### src/rtl/core/lkr_pkg.sv
// Shared types and constants for the LRU-K frame replacer.
// Holds operation codes, status codes, sequencer states and fixed field widths.
// Depends on nothing.
`timescale 1ns / 1ps
`default_nettype none

package lkr_pkg;

    localparam int FUNC_W      = 2;
    localparam int FRAME_W     = 6;
    localparam int STATUS_W    = 2;
    localparam int COUNT_W     = 7;
    localparam int KTH_W       = 4;
    localparam int HIT_W       = 4;
    localparam int INDEX_EXT_W = 11;

    localparam logic [HIT_W-1:0] HIT_MAX = 4'd15;
    localparam logic [HIT_W-1:0] HIT_ONE = 4'd1;
    localparam logic [KTH_W-1:0] KTH_RESET = 4'd2;

    typedef enum logic [FUNC_W-1:0] {
        FUNC_ACCESS    = 2'd0,
        FUNC_SET_EVICT = 2'd1,
        FUNC_REMOVE    = 2'd2,
        FUNC_EVICT     = 2'd3
    } func_t;

    typedef enum logic [STATUS_W-1:0] {
        STATUS_OK           = 2'd0,
        STATUS_NO_VICTIM    = 2'd1,
        STATUS_OUT_OF_RANGE = 2'd2,
        STATUS_PINNED       = 2'd3
    } status_t;

    typedef enum logic [3:0] {
        S_IDLE = 4'b0001,
        S_EXEC = 4'b0010,
        S_SCAN = 4'b0100,
        S_PICK = 4'b1000
    } state_t;

endpackage

`default_nettype wire

### src/rtl/core/lru_k_frame_replacer.sv
// Top level of the LRU-K frame replacer: frame bookkeeping, stamp memory and evict scan.
// Depends on lkr_pkg for codes, states and field widths.
//
// Usage: an operation is taken at a rising edge where start is high and busy is low;
// func, frame and evictable_value are sampled with it, and the hit-count memory is read
// at that same edge. Access, set evictable and remove keep busy high for one cycle, in
// which the change is applied. The result beat (status, victim_frame, evictable_count)
// is shown with done high for exactly one cycle, the cycle after busy falls, and a new
// start is taken in that cycle. An evict keeps busy high through the serial scan of
// the stamp memory: one frame is read per cycle, then the read pipeline drains and the
// pick state untracks the victim. One compare per class keeps the best young and the
// best mature candidate. Its result beat follows once busy falls.
// The receiver of results cannot stall, so a result is never held. The k_threshold
// register is written through cfg_valid, which is always ready, and should only be
// written while busy is low.
// Reset clears the tracking flags, the stamp counter, the evictable total and the
// sequencer, and loads k_threshold with 2; no clearing pass is needed, as the contents
// of the stamp and hit-count memories are only used for tracked frames.
`timescale 1ns / 1ps
`default_nettype none

module lru_k_frame_replacer #(
    parameter int FRAMES     = 64,
    parameter int STAMP_BITS = 48
) (
    input  wire logic                          clk,
    input  wire logic                          rst_n,
    input  wire logic                          start,
    output logic                               busy,
    input  wire logic [lkr_pkg::FUNC_W-1:0]    func,
    input  wire logic [lkr_pkg::FRAME_W-1:0]   frame,
    input  wire logic                          evictable_value,
    output logic                               done,
    output logic [lkr_pkg::STATUS_W-1:0]       status,
    output logic [lkr_pkg::FRAME_W-1:0]        victim_frame,
    output logic [lkr_pkg::COUNT_W-1:0]        evictable_count,
    input  wire logic                          cfg_valid,
    output logic                               cfg_ready,
    input  wire logic [lkr_pkg::KTH_W-1:0]     cfg_data
);
    import lkr_pkg::*;

    localparam int IDX_W = $clog2(FRAMES);
    localparam int CNT_W = $clog2(FRAMES + 1);

    state_t                  state_reg;
    func_t                   op_reg;
    logic [IDX_W-1:0]        fidx_reg;
    logic                    frange_reg;
    logic                    ev_reg;

    logic [HIT_W-1:0]        hit_mem [FRAMES];
    logic [STAMP_BITS-1:0]   stamp_mem [FRAMES];
    logic [HIT_W-1:0]        hc_rd_reg;
    logic [STAMP_BITS-1:0]   stamp_rd_reg;

    logic [FRAMES-1:0]       tracked_reg;
    logic [FRAMES-1:0]       mature_reg;
    logic [FRAMES-1:0]       canev_reg;
    logic [STAMP_BITS-1:0]   stamp_cnt_reg;
    logic [COUNT_W-1:0]      total_reg;
    logic [KTH_W-1:0]        kth_reg;

    logic [CNT_W-1:0]        scan_cnt_reg;
    logic                    p_vld_reg;
    logic                    p_mat_reg;
    logic [IDX_W-1:0]        p_idx_reg;
    logic                    by_vld_reg;
    logic [STAMP_BITS-1:0]   by_stamp_reg;
    logic [IDX_W-1:0]        by_idx_reg;
    logic                    bm_vld_reg;
    logic [STAMP_BITS-1:0]   bm_stamp_reg;
    logic [IDX_W-1:0]        bm_idx_reg;

    logic                    done_reg;
    status_t                 status_reg;
    logic [FRAME_W-1:0]      victim_reg;

    logic [INDEX_EXT_W-1:0]  frame_ext;
    logic [IDX_W-1:0]        frame_idx;
    logic                    frame_in_range;
    logic [IDX_W-1:0]        scan_idx;
    logic                    scan_end;
    logic [HIT_W-1:0]        hc_inc;
    logic                    to_mature;
    logic                    acc;
    logic                    hit_we;
    logic [HIT_W-1:0]        hit_wdata;
    logic                    stamp_we;
    logic                    p_beats_y;
    logic                    p_beats_m;
    logic                    pick_vld;
    logic [IDX_W-1:0]        pick_idx;
    logic [INDEX_EXT_W-1:0]  pick_ext;
    logic [COUNT_W-1:0]      tot_dec;

    assign frame_ext      = INDEX_EXT_W'(frame);
    assign frame_idx      = frame_ext[IDX_W-1:0];
    assign frame_in_range = frame_ext < INDEX_EXT_W'(FRAMES);
    assign scan_idx       = scan_cnt_reg[IDX_W-1:0];
    assign scan_end       = scan_cnt_reg == CNT_W'(FRAMES);

    always_comb
    begin
        hc_inc    = (hc_rd_reg < HIT_MAX) ? hc_rd_reg + HIT_ONE : hc_rd_reg;
        to_mature = hc_inc >= kth_reg;
        acc       = (state_reg == S_EXEC) && frange_reg && (op_reg == FUNC_ACCESS);
        hit_we    = acc && !mature_reg[fidx_reg];
        hit_wdata = tracked_reg[fidx_reg] ? hc_inc : HIT_ONE;
        stamp_we  = acc && (!tracked_reg[fidx_reg] || mature_reg[fidx_reg] || to_mature);
        p_beats_y = p_vld_reg && !p_mat_reg && (!by_vld_reg || stamp_rd_reg < by_stamp_reg);
        p_beats_m = p_vld_reg && p_mat_reg && (!bm_vld_reg || stamp_rd_reg < bm_stamp_reg);
        pick_vld  = by_vld_reg || bm_vld_reg;
        pick_idx  = by_vld_reg ? by_idx_reg : bm_idx_reg;
        pick_ext  = INDEX_EXT_W'(pick_idx);
        tot_dec   = (total_reg != '0) ? total_reg - COUNT_W'(1) : total_reg;
    end

    // Hit-count and stamp memories: one write and one registered read each.
    always_ff @(posedge clk)
    begin
        if (state_reg == S_IDLE)
        begin
            hc_rd_reg <= hit_mem[frame_idx];
        end
        stamp_rd_reg <= stamp_mem[scan_idx];
        if (hit_we)
        begin
            hit_mem[fidx_reg] <= hit_wdata;
        end
        if (stamp_we)
        begin
            stamp_mem[fidx_reg] <= stamp_cnt_reg;
        end
    end

    // Evict scan datapath; candidate payload needs no reset.
    always_ff @(posedge clk)
    begin
        if (state_reg == S_SCAN)
        begin
            p_mat_reg <= mature_reg[scan_idx];
            p_idx_reg <= scan_idx;
            if (p_beats_y)
            begin
                by_stamp_reg <= stamp_rd_reg;
                by_idx_reg   <= p_idx_reg;
            end
            if (p_beats_m)
            begin
                bm_stamp_reg <= stamp_rd_reg;
                bm_idx_reg   <= p_idx_reg;
            end
        end
    end

    always_ff @(posedge clk or negedge rst_n)
    begin
        if (!rst_n)
        begin
            state_reg     <= S_IDLE;
            op_reg        <= FUNC_ACCESS;
            fidx_reg      <= '0;
            frange_reg    <= 1'b0;
            ev_reg        <= 1'b0;
            tracked_reg   <= '0;
            mature_reg    <= '0;
            canev_reg     <= '0;
            stamp_cnt_reg <= '0;
            total_reg     <= '0;
            kth_reg       <= KTH_RESET;
            scan_cnt_reg  <= '0;
            p_vld_reg     <= 1'b0;
            by_vld_reg    <= 1'b0;
            bm_vld_reg    <= 1'b0;
            done_reg      <= 1'b0;
            status_reg    <= STATUS_OK;
            victim_reg    <= '0;
        end
        else
        begin
            done_reg <= 1'b0;
            if (cfg_valid)
            begin
                kth_reg <= cfg_data;
            end
            case (state_reg)
                S_IDLE:
                begin
                    if (start)
                    begin
                        op_reg     <= func_t'(func);
                        fidx_reg   <= frame_idx;
                        frange_reg <= frame_in_range;
                        ev_reg     <= evictable_value;
                        if (func_t'(func) == FUNC_EVICT)
                        begin
                            scan_cnt_reg <= '0;
                            p_vld_reg    <= 1'b0;
                            by_vld_reg   <= 1'b0;
                            bm_vld_reg   <= 1'b0;
                            state_reg    <= S_SCAN;
                        end
                        else
                        begin
                            state_reg <= S_EXEC;
                        end
                    end
                end
                S_EXEC:
                begin
                    done_reg   <= 1'b1;
                    victim_reg <= '0;
                    status_reg <= STATUS_OK;
                    state_reg  <= S_IDLE;
                    if (stamp_we)
                    begin
                        stamp_cnt_reg <= stamp_cnt_reg + STAMP_BITS'(1);
                    end
                    if (!frange_reg)
                    begin
                        status_reg <= STATUS_OUT_OF_RANGE;
                    end
                    else
                    begin
                        case (op_reg)
                            FUNC_ACCESS:
                            begin
                                if (!tracked_reg[fidx_reg])
                                begin
                                    tracked_reg[fidx_reg] <= 1'b1;
                                    mature_reg[fidx_reg]  <= 1'b0;
                                    canev_reg[fidx_reg]   <= 1'b1;
                                    total_reg             <= total_reg + COUNT_W'(1);
                                end
                                else if (!mature_reg[fidx_reg] && to_mature)
                                begin
                                    mature_reg[fidx_reg] <= 1'b1;
                                end
                            end
                            FUNC_SET_EVICT:
                            begin
                                if (tracked_reg[fidx_reg] && canev_reg[fidx_reg] != ev_reg)
                                begin
                                    canev_reg[fidx_reg] <= ev_reg;
                                    total_reg <= ev_reg ? total_reg + COUNT_W'(1) : tot_dec;
                                end
                            end
                            FUNC_REMOVE:
                            begin
                                if (tracked_reg[fidx_reg])
                                begin
                                    if (!canev_reg[fidx_reg])
                                    begin
                                        status_reg <= STATUS_PINNED;
                                    end
                                    else
                                    begin
                                        tracked_reg[fidx_reg] <= 1'b0;
                                        mature_reg[fidx_reg]  <= 1'b0;
                                        canev_reg[fidx_reg]   <= 1'b0;
                                        total_reg             <= tot_dec;
                                    end
                                end
                            end
                            default:
                            begin
                                status_reg <= STATUS_OK;
                            end
                        endcase
                    end
                end
                S_SCAN:
                begin
                    if (p_beats_y)
                    begin
                        by_vld_reg <= 1'b1;
                    end
                    if (p_beats_m)
                    begin
                        bm_vld_reg <= 1'b1;
                    end
                    if (scan_end)
                    begin
                        p_vld_reg <= 1'b0;
                        state_reg <= S_PICK;
                    end
                    else
                    begin
                        p_vld_reg    <= tracked_reg[scan_idx] && canev_reg[scan_idx];
                        scan_cnt_reg <= scan_cnt_reg + CNT_W'(1);
                    end
                end
                S_PICK:
                begin
                    done_reg  <= 1'b1;
                    state_reg <= S_IDLE;
                    if (pick_vld)
                    begin
                        status_reg            <= STATUS_OK;
                        victim_reg            <= pick_ext[FRAME_W-1:0];
                        tracked_reg[pick_idx] <= 1'b0;
                        mature_reg[pick_idx]  <= 1'b0;
                        canev_reg[pick_idx]   <= 1'b0;
                        total_reg             <= tot_dec;
                    end
                    else
                    begin
                        status_reg <= STATUS_NO_VICTIM;
                        victim_reg <= '0;
                    end
                end
                default:
                begin
                    state_reg <= S_IDLE;
                end
            endcase
        end
    end

    assign busy            = state_reg != S_IDLE;
    assign done            = done_reg;
    assign status          = status_reg;
    assign victim_frame    = victim_reg;
    assign evictable_count = total_reg;
    assign cfg_ready       = 1'b1;

    // An accepted operation always makes the block busy in the next cycle.
    assert property (@(posedge clk) disable iff (!rst_n) (start && !busy) |=> busy)
        else $error("block not busy after accepting an operation");

    // A result beat is only shown once the sequencer has returned to idle.
    assert property (@(posedge clk) disable iff (!rst_n) done |-> !busy)
        else $error("result beat while still busy");

    // The evictable total can never exceed the number of frames.
    assert property (@(posedge clk) disable iff (!rst_n)
        INDEX_EXT_W'(total_reg) <= INDEX_EXT_W'(FRAMES))
        else $error("evictable total exceeds frame count");

    // A successful eviction untracks the frame it reports.
    assert property (@(posedge clk) disable iff (!rst_n)
        (state_reg == S_PICK && pick_vld) |=> !tracked_reg[$past(pick_idx)])
        else $error("evicted frame still tracked");

endmodule

`default_nettype wire
### config.mk
export PLATFORM = sky130hd
export DESIGN_NAME = lru_k_frame_replacer
export DESIGN_NICKNAME = d
export VERILOG_FILES = /design/src/rtl/core/lkr_pkg.sv /design/src/rtl/core/lru_k_frame_replacer.sv
export SDC_FILE = /design/constraint.sdc
export NUM_CORES = 2
export LEC_CHECK = 0
export BUFFER_PORTS_ARGS = -buffer_cell sky130_fd_sc_hd__buf_4
export CORE_UTILIZATION = 59
export CTS_BUF_LIST = sky130_fd_sc_hd__clkbuf_4
export DETAILED_ROUTE_END_ITERATION = 7
export PLACE_DENSITY_LB_ADDON = 0.3
export SLEW_MARGIN = 20
export SYNTH_ARGS = -nofsm -noshare
export SYNTH_HDL_FRONTEND = slang
export SYNTH_SLANG_ARGS = --single-unit
export TNS_END_PERCENT = 10
### constraint.sdc
create_clock -name clk -period 4.6 [get_ports clk]
set_clock_uncertainty 0.1 [all_clocks]
set_input_delay 0 -clock clk [delete_from_list [all_inputs] [get_ports clk]]
set_output_delay 0 -clock clk [all_outputs]
set_load 0.1 [all_outputs]
Word level (Yosys, flattened, before mapping):

Memories as Yosys holds them, arrays and structs flattened. A register that Yosys moved wholly into a read port is not among the register bits.
Cells that the tools add are included.

* bits in registers: 399
* output and inout bits: 18
* bits in writable memories: 3328
* memories: 2

Memory list
* stamp_mem: depth 64, bits a word 48, rd ports 1, clocked after memory_dff 1, write ports 1, RTL line lru_k_frame_replacer.sv:53 `logic [STAMP_BITS-1:0] stamp_mem [FRAMES];`
* hit_mem: depth 64, bits a word 4, rd ports 1, clocked after memory_dff 1, write ports 1, RTL line lru_k_frame_replacer.sv:52 `logic [HIT_W-1:0] hit_mem [FRAMES];`

* multiplexer cells: 82
* equality and inequality tests: 25
* reduce and logical (&&, ||, !) cells: 40
* bitwise gates (word level): 11
* add/sub/neg operators: 5
* $lt $le $gt $ge: 10

Operators by type and width (count)
* $mux 64: 17
* $pmux 64 s2: 5
* $and 64x64->64: 6
* $or 64x64->64: 3
* $pmux 64 s3: 1
* $not 64->64: 2
* $lt 48x48->1: 2
* $mux 7: 11
* $bwmux 64: 1
* $add 48x1->48 const B: 1
* $bmux 1 s6: 6
* $lt 6x7->1 const B: 4
* $pmux 7 s2: 2
* $pmux 7 s3: 1
* $mux 1: 19
* $mux 4: 4
* $add 7x1->7 const B: 2
* $ne 2x2->1 const B: 7
* $reduce_and 7->1: 2
* $logic_and 1x1->1: 13
* $demux 1 s6: 2
* $ge 6x1->1 const B: 2
* $mux 6: 2
* $ne 3x3->1 const B: 4
* other kinds (32): 54

Longest topological paths before layout:

* depth after elaboration: 11
* depth in mapped cells: 16

Least setup slack after synthesis:

No wires, ideal clock.

* path kind: register to register
* start: reg fidx_reg[0]
* end: mem stamp_mem[2][0], enable pin
* path buffers: 8
* cell stages (with the launch flop): 15
* setup time: 454 ps
* required time: 4046 ps
* arrival: 4550 ps
* setup slack: -504 ps
* path through: dfrtp_1 > buf_6 > buf_6 > buf_6 > buf_6 > buf_4 > nor3_4 > nand2_1 > a31oi_1 > nor4b_4 > a31o_4 > buf_6 > buf_4 > buf_4 > nor2_1

* cells in the longest elaborated chain, start to end: 8

Ends and longest elaborated chain
* from (decl): RTL line lru_k_frame_replacer.sv:48 `logic [IDX_W-1:0] fidx_reg;`
* from (signal assigned): RTL line lru_k_frame_replacer.sv:193 `fidx_reg <= frame_idx;`
* $bmux 1 s6: RTL line lru_k_frame_replacer.sv:110 `stamp_we = acc && (!tracked_reg[fidx_reg] || mature_reg[fidx_reg] || to_mature);`
* $mux 1 (implied by the code): RTL line lru_k_frame_replacer.sv:110
* $logic_not 1->1
* $logic_or 1x1->1 (2 in series): RTL line lru_k_frame_replacer.sv:110
* $logic_and 1x1->1: RTL line lru_k_frame_replacer.sv:110
* $mux 1: RTL line lru_k_frame_replacer.sv:131 `if (stamp_we)`
* $mux 1 (implied by the code): RTL line lru_k_frame_replacer.sv:133 `stamp_mem[fidx_reg] <= stamp_cnt_reg;`
* to (decl): RTL line lru_k_frame_replacer.sv:53

Parallel ways exist; a longest one is shown, timed or not. The select of a mux whose other input is x is not followed.

Final worst setup path:

* start: reg fidx_reg[1]
* end: mem stamp_mem[45][47], enable pin

Same word-level chain as after synthesis.

==> results.cfg <==
[worst_setup_path]
path_buf_inv = 4
worstPathMaxFanout = 26
cp_top_family = simple AND/OR/NAND/NOR gates
worstPathArrival_ns = 5.51
crit-reg2reg-launch = fidx_reg[1]
cp_slowest_cell = nor2_4
slowest_delay_ns = 0.79
worstRegToRegCells = 11
cp_num_cells = 11
start_kind = flip-flop
crit_start = fidx_reg[1]
path_cells = buf_12 -> nor2b_1 -> buf_4 -> a221oi_1 -> o32ai_1 -> nor3_2 -> nand2_1 -> a31o_4 -> buf_12 -> nor2_4 -> buf_4
required_ns = 5.70
critPathCaptureType = flip-flop
path_class = flip-flop to flip-flop

[synthesis]
synth_cell_types = 88
yosysWarnings = 0
yosys.area_share.simple_pct = 2.35
synth_top_family_by_area = multiplexers
ys_seq_area_share_pct = 74.1
synthAdderAreaFrac_pct = 0.897
synth_xor_area_share_pct = 0.308
synth_ff_type = edfxtp_1
synth_nets = 7392
yosys-mux-area-fraction_pct = 17.5
yosys.area.top_type = edfxtp_1
async_flop_share_pct = 7.52
syn_inst = 7267
synth_compound_area_share_pct = 3.30
syn-cell-area_um2 = 151000
syn_avg_cell_area_um2 = 20.7
synth_seq_cells = 3779
synth_edf_count = 3447
yosysTopAreaCellShare_pct = 68.7
synth_area_leaders = edfxtp_1 (69%), mux4_2 (17%), dfrtp_1 (4.7%), o21ai_0 (1.2%), ha_1 (0.90%)

[clocking]
clock-sinks = 3779
post-cts-setup-buffers = 0
cts_made_buffers = 886
clk_path_buf_depth = 4
cts.repair.resized = 0
insertion_delay_ns = 1.65
h-tree-depth = 6
clk_pin_slew_worst_paths_ns = 0.07
root_buffer = clkbuf_4
cts_tree = yes
holdBufCountCts = 58

[pwr]
power_density_nw_per_um2 = 544
ir_drop_v = 0.000426
p_leak_nw = 56.2

[routing]
via_per_inst = 6.68
drc = 1
dr.pass1.iters = 8
wl_mm = 412
ant_nets = 0
vias = 82071
drtIter0Drc = 12221
avgRoutedWirePerCell_um = 33.5

[worst_hold_path]
hold_depth = 6
min_from = cfg_data[1]
worstHoldPathType = input pin to flip-flop

[global_route]
grt_pass1_vias = 81852
grt_pass1_wl_mm = 585
grt_max_degree = 107
grt_use_total_pct = 32.4
grt_overflow = 0
grt_antenna_before_repair = 30

[place]
place_hpwl_mm = 259
gp_congestion = 1.00
portBuffers = 33

[timing]
hold_ws_ns = 0.182
min_period_ns = 4.41
final_max_slew_viol_count = 0
hold_violations = 0
min_period_over_period_pct = 95.9
slew_headroom_pct = 21.6
setup_violations = 0
worst_pin_slew_ns = 1.17
fmax_ghz = 0.227
rsz0062_at_grt = false
tns_ns = 0

[floorplan]
die_area_um2 = 257000
placeableCoreArea_um2 = 254000
dieHeight_um = 507
start_util_pct = 59.3
ios = 35
die_w_um = 507
num_rows = 185

[layout]
final_cell_mix = edfxtp_1 (3447), clkbuf_4 (1319), mux4_2 (1142), o21ai_0 (375), nand2_1 (281)
drive_above_1_share_pct = 34.8
area_delta_synth_final_pct = 12.9
layout_commonest_cell = edfxtp_1
largest_reg_flops = 3072
n_fill_cell = 15956
layout.nets = 8321

[status]
status = complete, but fails checks
violations = design-rule violations

[run]
drv_cap = 0
[worst paths after layout]
kind / to / slack [ns]
hold / removal: kth_reg[1] / 0.18
setup / recovery: stamp_mem[45][47] / 0.19
min in group asynchronous: evictable_count[5] / 0.67
setup reg to reg: stamp_mem[45][47] / 0.19
hold reg to reg: by_idx_reg[2] / 0.34
max in group asynchronous: stamp_cnt_reg[24] / 2.63
[synth_stat cells, types with 9 or more instances]
| cell type | n |
|---|---|
| o21ai_0 | 375 |
| a31oi_1 | 89 |
| buf_4 | 12 |
| dfrtp_1 | 282 |
| and3_1 | 35 |
| edfxtp_1 | 3447 |
| mux4_2 | 1142 |
| o22ai_1 | 9 |
| ha_1 | 108 |
| xor2_1 | 12 |
| nor2_1 | 260 |
| o21ai_1 | 73 |
| mux2_2 | 21 |
| buf_6 | 24 |
| inv_1 | 119 |
| nor3_1 | 12 |
| nand2b_1 | 15 |
| xnor2_1 | 41 |
| clkbuf_1 | 238 |
| buf_2 | 21 |
| a21oi_1 | 112 |
| nor2b_1 | 14 |
| a211oi_1 | 10 |
| o31ai_2 | 35 |
| o31ai_1 | 33 |
| nand4_1 | 27 |
| mux2i_1 | 43 |
| and2_1 | 10 |
| a21o_1 | 37 |
| nand2_1 | 282 |
| nand3_1 | 53 |
| buf_1 | 103 |
| dfxtp_1 | 48 |
[report_power, final]
| group | switching (W) | internal, W | total, W |
|---|---|---|---|
| combinational | 0.0144 | 0.0122 | 0.0266 |
| sequential | 0.00101 | 0.0379 | 0.0390 |
| clock | 0.0134 | 0.0135 | 0.0269 |
| total | 0.0288 | 0.0637 | 0.0924 |
[layout make-up]
type	count	area (um2)	area share [%]
Antenna cell	15	37.5	0.0221
Tap cell	3366	4210	2.48
Inverter	122	458	0.269
Multi-Input combinational cell	2964	37300	21.9
Sequential cell	3779	112000	65.6
Clock buffer	1319	9900	5.82
Timing Repair Buffer	443	4970	2.92
Clock inverter	286	1570	0.921
[cells by family after synthesis]
logic type,Yosys count
DFF,3779
muxes,1206
AOI/OAI and AO/OA,831
and+or+nand+nor,765
buffers and inverters,524
adders and majority gates,108
xor gates and xnor gates,53
other,1
[through the flow]
step	utilization (%)	instance area [um2]	power, W	instances	setup slack, ns
finish	67.0	170000	0.0924	12294	0.189
global route	67.0	170000	0.0953	12285	0.151
CTS	67.0	170000	0.0926	12279	0.322
detailed placement	62.2	158000	0.0660	10616	0.419
global placement	62.2	158000	0.0658	10614	0.278
floorplan	-	151000	0.0556	7267	-0.504
[per-layer routing]
| metal | wire, um | share of wire, % | global-route usage [%] |
|---|---|---|---|
| met1 | 147000 | 36 | 44.8 |
| met2 | 193000 | 47 | 49.4 |
| met3 | 54700 | 13 | 9.32 |
| met4 | 16000 | 3.9 | 12.5 |
| met5 | 286 | 0.069 | 0 |
[worst min-delay path: cells and delay by family]
family / cells / cell delay [ns]
simple gates: 1 / 0.05
compound gates: 1 / 0.07
buf+inv: 4 / 1.75
Note: power is estimated with default switching activity, not from simulation.
